`src/design/resource_write_hazard_scoreboard_macros.svh`:
```
// Assertion helpers shared by the scoreboard modules.
`ifndef RESOURCE_WRITE_HAZARD_SCOREBOARD_MACROS_SVH
`define RESOURCE_WRITE_HAZARD_SCOREBOARD_MACROS_SVH

// Same-cycle implication, checked outside reset.
`define RWHS_ASSERT_NOW(lbl, ante, cons) \
  lbl: assert property (@(posedge clk_i) disable iff (!rst_ni) (ante) |-> (cons)) \
    else $error("rwhs assertion failed");

// Next-cycle implication, checked outside reset.
`define RWHS_ASSERT_NEXT(lbl, ante, cons) \
  lbl: assert property (@(posedge clk_i) disable iff (!rst_ni) (ante) |=> (cons)) \
    else $error("rwhs assertion failed");

`endif

```
`src/design/rwhs_pkg.sv`:
```
package rwhs_pkg;

  localparam int unsigned TABLE_ENTRIES_DFLT = 64;
  localparam int unsigned KEY_W              = 33;

  typedef enum logic [1:0] {
    REQ_QUERY  = 2'd0,
    REQ_RECORD = 2'd1,
    REQ_CLEAR  = 2'd2,
    REQ_NOP    = 2'd3
  } req_type_e;

  typedef struct packed {
    req_type_e   req_type;
    logic        handle_valid;
    logic        resource_kind;
    logic [15:0] pool_slot;
    logic [15:0] slot_generation;
    logic        group_last;
  } req_t;

  typedef struct packed {
    logic barrier_needed;
    logic group_done;
    logic table_overflow;
  } rsp_t;

  typedef logic [KEY_W-1:0] key_t;

  typedef enum logic {
    ST_IDLE,
    ST_SCAN
  } ctrl_state_e;

  typedef struct packed {
    logic load;
    logic scan;
    logic finish;
  } ctrl_cmd_t;

  typedef struct packed {
    logic scan_done;
  } dp_status_t;

endpackage

```
`src/design/rwhs_ctrl.sv`:
```
module rwhs_ctrl
  import rwhs_pkg::*;
(
  input  logic       clk_i,
  input  logic       rst_ni,
  input  logic       start_i,
  input  dp_status_t status_i,
  output logic       busy_o,
  output ctrl_cmd_t  cmd_o
);

  ctrl_state_e state_q, state_d;

  always_ff @(posedge clk_i or negedge rst_ni) begin
    if (!rst_ni) begin
      state_q <= ST_IDLE;
    end else begin
      state_q <= state_d;
    end
  end

  always_comb begin
    state_d = state_q;
    cmd_o   = '0;
    busy_o  = 1'b0;
    unique case (state_q)
      ST_IDLE: begin
        if (start_i) begin
          cmd_o.load = 1'b1;
          state_d    = ST_SCAN;
        end
      end
      ST_SCAN: begin
        busy_o     = 1'b1;
        cmd_o.scan = 1'b1;
        if (status_i.scan_done) begin
          cmd_o.finish = 1'b1;
          state_d      = ST_IDLE;
        end
      end
      default: begin
        state_d = ST_IDLE;
      end
    endcase
  end

endmodule

```
`src/design/rwhs_dp.sv`:
```
module rwhs_dp
  import rwhs_pkg::*;
#(
  parameter int unsigned TableEntries = TABLE_ENTRIES_DFLT
) (
  input  logic       clk_i,
  input  logic       rst_ni,
  input  req_t       req_i,
  input  ctrl_cmd_t  cmd_i,
  output dp_status_t status_o,
  output logic       result_valid_o,
  output rsp_t       result_o
);

`include "resource_write_hazard_scoreboard_macros.svh"

  localparam int unsigned CW = $clog2(TableEntries + 1);
  localparam int unsigned AW = (TableEntries > 1) ? $clog2(TableEntries) : 1;
  localparam logic [CW-1:0] FULL_CNT = CW'(TableEntries);

  key_t mem [TableEntries];

  req_t          item_q;
  key_t          rd_data_q;
  logic [CW-1:0] count_q, count_d;
  logic [CW-1:0] idx_q;
  logic          pend_q, hit_q;
  logic          sticky_q, sticky_d;
  logic          accum_q, accum_d;
  logic          res_vld_q;
  rsp_t          res_q, res_d;

  key_t key;
  logic need_scan, issue, match_now, full, wr_en, acc_hit;

  assign key       = {item_q.resource_kind, item_q.slot_generation, item_q.pool_slot};
  assign need_scan = item_q.handle_valid &&
                     (item_q.req_type == REQ_QUERY || item_q.req_type == REQ_RECORD);
  assign match_now = pend_q && (rd_data_q == key);
  assign issue     = cmd_i.scan && need_scan && !hit_q && (idx_q != count_q);
  assign full      = (count_q == FULL_CNT);

  // Pipelined scan: one read issued per cycle, compared against the key in the next cycle.
  assign status_o.scan_done = !need_scan || hit_q || ((idx_q == count_q) && !pend_q);

  always_comb begin
    count_d  = count_q;
    sticky_d = sticky_q;
    accum_d  = accum_q;
    wr_en    = 1'b0;
    acc_hit  = accum_q | hit_q;
    res_d    = '0;
    unique case (item_q.req_type)
      REQ_QUERY: begin
        res_d.barrier_needed = acc_hit | sticky_q;
        res_d.group_done     = item_q.group_last;
        accum_d              = item_q.group_last ? 1'b0 : acc_hit;
      end
      REQ_RECORD: begin
        if (item_q.handle_valid && !hit_q) begin
          if (full) begin
            sticky_d = 1'b1;
          end else begin
            wr_en   = 1'b1;
            count_d = count_q + CW'(1);
          end
        end
      end
      REQ_CLEAR: begin
        count_d  = '0;
        sticky_d = 1'b0;
      end
      default: begin
      end
    endcase
    res_d.table_overflow = sticky_d;
  end

  always_ff @(posedge clk_i) begin
    if (cmd_i.finish && wr_en) begin
      mem[count_q[AW-1:0]] <= key;
    end
    if (issue) begin
      rd_data_q <= mem[idx_q[AW-1:0]];
    end
  end

  always_ff @(posedge clk_i) begin
    if (cmd_i.load) begin
      item_q <= req_i;
    end
    if (cmd_i.finish) begin
      res_q <= res_d;
    end
  end

  always_ff @(posedge clk_i or negedge rst_ni) begin
    if (!rst_ni) begin
      count_q   <= '0;
      idx_q     <= '0;
      pend_q    <= 1'b0;
      hit_q     <= 1'b0;
      sticky_q  <= 1'b0;
      accum_q   <= 1'b0;
      res_vld_q <= 1'b0;
    end else begin
      res_vld_q <= cmd_i.finish;
      if (cmd_i.load) begin
        idx_q  <= '0;
        pend_q <= 1'b0;
        hit_q  <= 1'b0;
      end else begin
        pend_q <= issue;
        if (issue) begin
          idx_q <= idx_q + CW'(1);
        end
        if (match_now) begin
          hit_q <= 1'b1;
        end
      end
      if (cmd_i.finish) begin
        count_q  <= count_d;
        sticky_q <= sticky_d;
        accum_q  <= accum_d;
      end
    end
  end

  assign result_valid_o = res_vld_q;
  assign result_o       = res_q;

  `RWHS_ASSERT_NOW(a_count_bound, 1'b1, count_q <= FULL_CNT)
  `RWHS_ASSERT_NOW(a_idx_bound, 1'b1, idx_q <= count_q)
  `RWHS_ASSERT_NOW(a_sticky_full, sticky_q, full)

endmodule

```
`src/design/resource_write_hazard_scoreboard.sv`:
```
// An accepted transfer is loaded into the item register; a valid query or record then
// searches the table in the scan state; at finish the result and strobe are registered.
// Busy stays high until the search ends; the next item can start the cycle after, so
// items do not overlap, and the one-entry-per-cycle scan of the single-read-port key
// memory sets the item rate. The receiver cannot stall results.
// Reset empties the table (fill count to zero) and clears overflow and group state.
module resource_write_hazard_scoreboard
  import rwhs_pkg::*;
#(
  parameter int unsigned TableEntries = TABLE_ENTRIES_DFLT
) (
  input  logic clk_i,
  input  logic rst_ni,
  input  logic start,
  input  req_t req_i,
  output logic busy,
  output logic result_valid_o,
  output rsp_t result_o
);

`include "resource_write_hazard_scoreboard_macros.svh"

  ctrl_cmd_t  cmd;
  dp_status_t status;

  rwhs_ctrl u_ctrl (
    .clk_i    (clk_i),
    .rst_ni   (rst_ni),
    .start_i  (start),
    .status_i (status),
    .busy_o   (busy),
    .cmd_o    (cmd)
  );

  rwhs_dp #(
    .TableEntries(TableEntries)
  ) u_dp (
    .clk_i          (clk_i),
    .rst_ni         (rst_ni),
    .req_i          (req_i),
    .cmd_i          (cmd),
    .status_o       (status),
    .result_valid_o (result_valid_o),
    .result_o       (result_o)
  );

  `RWHS_ASSERT_NOW(a_result_idle, result_valid_o, !busy)
  `RWHS_ASSERT_NEXT(a_accept_result, start && !busy, !result_valid_o)

endmodule

```
`config.mk`:
```
export PLATFORM = sky130hd
export DESIGN_NAME = resource_write_hazard_scoreboard
export DESIGN_NICKNAME = d
export VERILOG_FILES = /design/src/design/rwhs_pkg.sv /design/src/design/rwhs_ctrl.sv /design/src/design/rwhs_dp.sv /design/src/design/resource_write_hazard_scoreboard.sv
export VERILOG_INCLUDE_DIRS = /design/src /design/src/design
export SDC_FILE = /design/constraint.sdc
export NUM_CORES = 2
export LEC_CHECK = 0
export CORE_UTILIZATION = 42
export DETAILED_ROUTE_END_ITERATION = 10
export DONT_BUFFER_PORTS = 1
export PLACE_DENSITY_LB_ADDON = 0.05
export REMOVE_ABC_BUFFERS = 1
export SLEW_MARGIN = 20
export SYNTH_ARGS = -nofsm -noshare
export SYNTH_HDL_FRONTEND = slang
export SYNTH_SLANG_ARGS = --single-unit
```
`constraint.sdc`:
```
create_clock -name clk_i -period 4.15 [get_ports clk_i]
set_input_delay 0.2075 -clock clk_i [delete_from_list [all_inputs] [get_ports clk_i]]
set_output_delay 0.2075 -clock clk_i [all_outputs]
set_load 0.02 [all_outputs]
```
* Word-level counts from Yosys, hierarchy flattened
Memories as Yosys holds them, arrays and structs flattened. A register that Yosys moved wholly into a read port is not among the register bits.
Index checks and enable logic that the tools add are counted.
** Word-level totals
- Register bits after elaboration :: 60
- Memory bits (writable) :: 2112
- Output and inout bits :: 5
- Memories kept :: 1
** Cells by class
- Add/sub/neg operators :: 2
- Equal/unequal tests :: 8
- Multiplexer cells :: 24
- Bitwise operators :: 3
- Reductions and logical operators :: 20
** Memories
- u_dp.mem :: depth 64, bits a word 33, read ports 1, clocked after Yosys merged registers in 1, wr ports 1, line rwhs_dp.sv:21 : key_t mem [TableEntries];
** Operator list (number)
- == test 33 bit :: 1
- two-way mux 7 bit :: 4
- two-way mux 1 bit :: 16
- adder 7 x 1 -> 7 bit, second input constant :: 2
- case mux 7 bit (2 select lines) :: 1
- logical AND 1 bit :: 8
- == test 7 bit :: 1
- == test 7 bit, second input constant :: 1
- inequality test 7 bit :: 1
- nonzero test 2 bit :: 3
- inequality test 2 bit, second input constant :: 2
- case mux 1 bit (2 select lines) :: 2
- AND reduction 4 bit :: 1
- logical NOT 1 bit :: 3
- logical OR 1 bit :: 3
- == test 2 x 1 -> 1 bit, second input constant :: 1
- == test 2 bit, second input constant :: 1
- logical NOT 2 bit :: 1
- two-way mux 2 bit :: 1
- bitwise OR 1 bit :: 2
- AND reduction 2 bit :: 1
- NOT 1 bit :: 1

* Logic depth before layout (Yosys ltp)
- Depth in word-level cells :: 13
- Gate-level depth with buffers :: 10

* Hierarchy
Synthesis repeated with hierarchy kept, for this count alone.
** Unflattened totals
- Cells, all modules :: 3658
- Area total of the unflattened synthesis :: 84646.2 µm²
** By module, submodules not included
- rwhs_dp :: times used 1, cells each 3652, area each 84586.1 µm²
- rwhs_ctrl :: times used 1, cells each 6, area each 60.1 µm²

* Least setup slack after synthesis
No wires, ideal clock.
- Path kind :: register to register
- Start point :: register u_dp.idx_q[0]
- End point :: memory u_dp.mem[56][0] (netlist bit), enable pin
- Library setup time :: 0.423 ns
- Arrival :: 3.216 ns
- Data required time :: 3.727 ns
- Setup slack :: 0.511 ns
- Stages on the path, launching flop included :: 10
- Cell sequence :: dfrtp_1 -> buf_6 -> buf_8 -> buf_6 -> xnor2_1 -> nand4_1 -> o2bb2ai_2 -> buf_4 -> nand3_1 -> nor2_1
** RTL lines
- start, declared :: line rwhs_dp.sv:26 : logic [CW-1:0] idx_q;
- start signal, assigned :: line rwhs_dp.sv:115 : idx_q <= idx_q + CW'(1);
- end, declared :: line rwhs_dp.sv:21

* Worst setup path after layout
- Start point :: register u_dp.idx_q[0]
- End point :: register u_dp.rd_data_q[8], read port of u_dp.mem, data pin
** On the way
- Word-level cells in the longest chain between the ends :: 2
** Ends and longest elaborated chain
- inequality test 7 bit :: line rwhs_dp.sv:40 : assign issue = cmd_i.scan && need_scan && !hit_q && (idx_q != count_q);
- logical AND 1 bit :: line rwhs_dp.sv:40
- end, declared :: line rwhs_dp.sv:24 : key_t rd_data_q;
Several ways; a longest one is shown, not always the timed one.
A chain may end at the register's enable or synchronous reset.

==> impl_metrics.yaml <==
outcome:
  status: "completed"
grt:
  grt_pass1_vias: 43185
  grt_pass1_wl_mm: 345
  grt_max_degree: 133
  grt_usage_pct: 24.5
  grt_overflow: 0
  antenna_found_initial: 20
setup_path:
  cp.depth: 8
  critPathCaptureType: "flop"
  crit_path_start: "u_dp.idx_q[0]"
  rr_worst_depth: 8
  worstReg2RegEnd: "u_dp.rd_data_q[8]"
  crit_arrival_ns: 4.41
  critical_path.top_delay_family: "compound AO/OA/AOI/OAI gates"
  crit_path_start_kind: "flop"
  slowest_delay_ns: 0.70
  regToRegStartpoint: "u_dp.idx_q[0]"
  crit_fanout: 26
  criticalPathCategory: "flop to flop"
  cp.buffers_inverters: 3
  cp_common_cell: "buf_12"
  crit_slowest_cell: "dfrtp_4"
  critPathCapture: "u_dp.rd_data_q[8]"
  r2r_slack_ns: 0.34
  crit_chain: "buf_12 -> buf_12 -> mux4_2 -> a221o_1 -> a21oi_1 -> nor3_1 -> buf_4 -> o221a_1"
  required_ns: 4.76
routing:
  drt_iter0_markers: 4558
  routed_wl_mm: 249
  postRouteAntennaNets: 0
  vias: 41675
  via_per_inst: 5.86
  avgRoutedWirePerCell_um: 35.0
  dr.pass1.iters: 8
  drcViolationCount: 0
yosys:
  yosysTopAreaCell: "edfxtp_1"
  netlist_instances: 3902
  ys_types: 66
  synth_edf_count: 2185
  syn_avg_cell_area_um2: 21.7
  yosysSeqAreaShare_pct: 78.1
  netlist_area_um2: 84700
  synthArstFlopShare_pct: 0.907
  synthTopCellsByArea: "edfxtp_1 (77%), mux4_2 (11%), mux2i_1 (2.4%), a221oi_1 (0.70%), dfrtp_1 (0.59%)"
  synth_top_area_share_pct: 77.5
  yosysMostFrequentCell: "edfxtp_1"
  synth-seq-cells: 2205
  yosys_warnings: 0
  yosys_most_used_dff: "edfxtp_1"
  synth_commonest_cells: "edfxtp_1 (2185), mux4_2 (427), mux2i_1 (203)"
die:
  die-area_um2: 203000
  fp.dieW_um: 451
  core_area_um2: 200000
  initial_core_util_pct: 42.3
  rows: 164
  ios: 45
  die_h_um: 451
sta:
  setup_viol: 0
  drv_slew: 0
  report.final.hold_viol_count: 0
  fin_crit_sh_pct: 91.8
  finalSetupTns_ns: 0
  relSlewSlack_pct: 17.9
  clock-skew-final_ns: 0.0344
  fmax_mhz: 263
  worstMarginPinSlew_ns: 1.22
  period_minus_slack_ns: 3.81
  whs_ns: 0.183
  rsz0062_at_grt: "no"
cells_and_area:
  multi_input_area_um2: 17800
  instances_no_fill: 7113
  final_util_pct: 49.2
  drive_gt1_share_pct: 25.8
  n_fill_cell: 16176
  syn2layout_area_growth_pct: 16.2
  nNetsFinal: 4310
  ff_latch_area_um2: 66100
placed_design:
  dpl.hpwl_mm: 141
  gp_congestion: 0.827
  io_buffers: 0
  dp.cells: 6617
cts:
  clkSinkCount: 2205
  h-tree-depth: 4
  post_cts_buffers: 0
  clk_pin_slew_worst_paths_ns: 0.07
  ctsResizeCount: 0
  cts_tree: "built"
  clockRootBuffer: "clkbuf_16"
  cts_buffers: 225
  cts-hold-fix-buffers: 76
  cts.path.max_buffers: 3
  insertion_delay_ns: 0.86
flow_run:
  max_cap_violations: 0
power_and_ir_drop:
  pwr-share-clk_pct: 40.7
  ir_drop_uv: 435
  pwr-share-seq_pct: 50.9
  p_per_area_nw_per_um2: 496
  combPwrFrac_pct: 8.4
  internal-power_mw: 37.8
  p_total_mw: 48.8
  p_leak_nw: 29.6
  swShare_pct: 22.5
  p_sw_mw: 11.0
min_path:
  hold_path_class: "input pin to flop"
power by group through the flow:
| stage | logic (mW) | registers [mW] | clock network (mW) |
|---|---|---|---|
| after CTS | 4.20 | 24.8 | 20.3 |
| after detailed placement | 4.13 | 25.3 | 0 |
| final | 4.12 | 24.8 | 19.8 |
| after floorplan | 2.50 | 25.7 | 0 |
| after global routing | 4.37 | 24.8 | 21.0 |
| after global placement | 4.06 | 25.3 | 0 |
worst reg2reg max path, cell delays in order (launching register included):
cell and delay (ns):
dfrtp_4 0.70, buf_12 0.29, buf_12 0.31, mux4_2 0.57
a221o_1 0.39, a21oi_1 0.66, nor3_1 0.12, buf_4 0.23
o221a_1 0.28
through the flow:
| step | area (µm²) | setup slack, ns |
|---|---|---|
| after floorplan | 83400 | -20.79 |
| after global placement | 90300 | 0.195 |
| after detailed placement | 90400 | 0.308 |
| after CTS | 98400 | 0.298 |
| after global routing | 98400 | 0.354 |
| final | 98400 | 0.341 |
registers in the layout, indices dropped and copies added (netlist names):
signal,count
u_ctrl.state_q,1
u_dp.accum_q,1
u_dp.count_q,7
u_dp.hit_q,1
u_dp.idx_q,7
u_dp.item_q,37
u_dp.mem,2112
u_dp.pend_q,1
u_dp.rd_data_q,33
u_dp.result_o,3
u_dp.result_valid_o,1
u_dp.sticky_q,1
cell type report:
| class | count | area share, % |
|---|---|---|
| multi-input cells | 1460 | 18.1 |
| repair buffers | 361 | 3.94 |
| inverters | 11 | 0.0432 |
| clock buffers | 269 | 6.00 |
| flip-flops and latches | 2205 | 67.2 |
| clock inverters | 147 | 1.34 |
| well taps | 2656 | 3.38 |
| diodes | 4 | 0.0102 |
cells by family after synthesis:
logic type / count (synthesis) / share of synthesized area [%]
AO/OA/AOI/OAI: 461 / 4.05
adder cells (fa/ha/maj): 6 / 0.0886
flip-flops: 2205 / 78.1
buffers and inverters: 237 / 1.59
multiplexers: 633 / 13.8
AND/OR/NAND/NOR: 317 / 1.98
XOR/XNOR: 43 / 0.445
layer usage:
layer,routed length [µm],global-route usage (%),share of wire [%]
met2,126000,42.0,51
met5,0,0,0
met3,12800,2.95,5.2
met1,103000,32.9,41
met4,6860,6.92,2.8
worst min path at each step:
stage | end | cells after the start | slack [ns] | start
2_1_floorplan | u_ctrl.state_q | 0 | -0.09 | rst_ni
3_3_place_gp | u_dp.result_valid_o | 0 | -0.09 | rst_ni
3_5_place_dp | u_dp.result_valid_o | 0 | -0.09 | rst_ni
4_1_cts | u_dp.item_q[36] | 1 | 0.12 | req_i[36]
5_1_grt | u_dp.item_q[36] | 1 | 0.10 | req_i[36]
6_report | u_dp.item_q[35] | 1 | 0.18 | req_i[35]
layout by cell type, fill, tap and decap left out, types with 7 or more instances in the layout:
cell           count
a22oi_1           63
clkinvlp_4        12
inv_1              8
bufinv_16         21
dlygate4sd3_1     74
buf_12            77
nor2b_1            7
nor3_1            27
or2_2              7
clkbuf_1          39
dfrtp_1           15
o211ai_1          64
clkbuf_16        230
o221a_1           31
mux4_2           427
buf_4            209
mux2i_1          203
nand4_1           10
edfxtp_1        2185
xnor2_1           38
nand3_1           14
a221oi_1          68
clkinv_1          51
nor3_2             8
nand2_1           45
a21oi_1           41
o22ai_1           49
nor2_1            12
o21ai_1           13
nand2b_1          80
a221o_1           33
o21ai_0           69
clkinv_2          53
nor2_4            66
(Power assumes the default switching activity.)
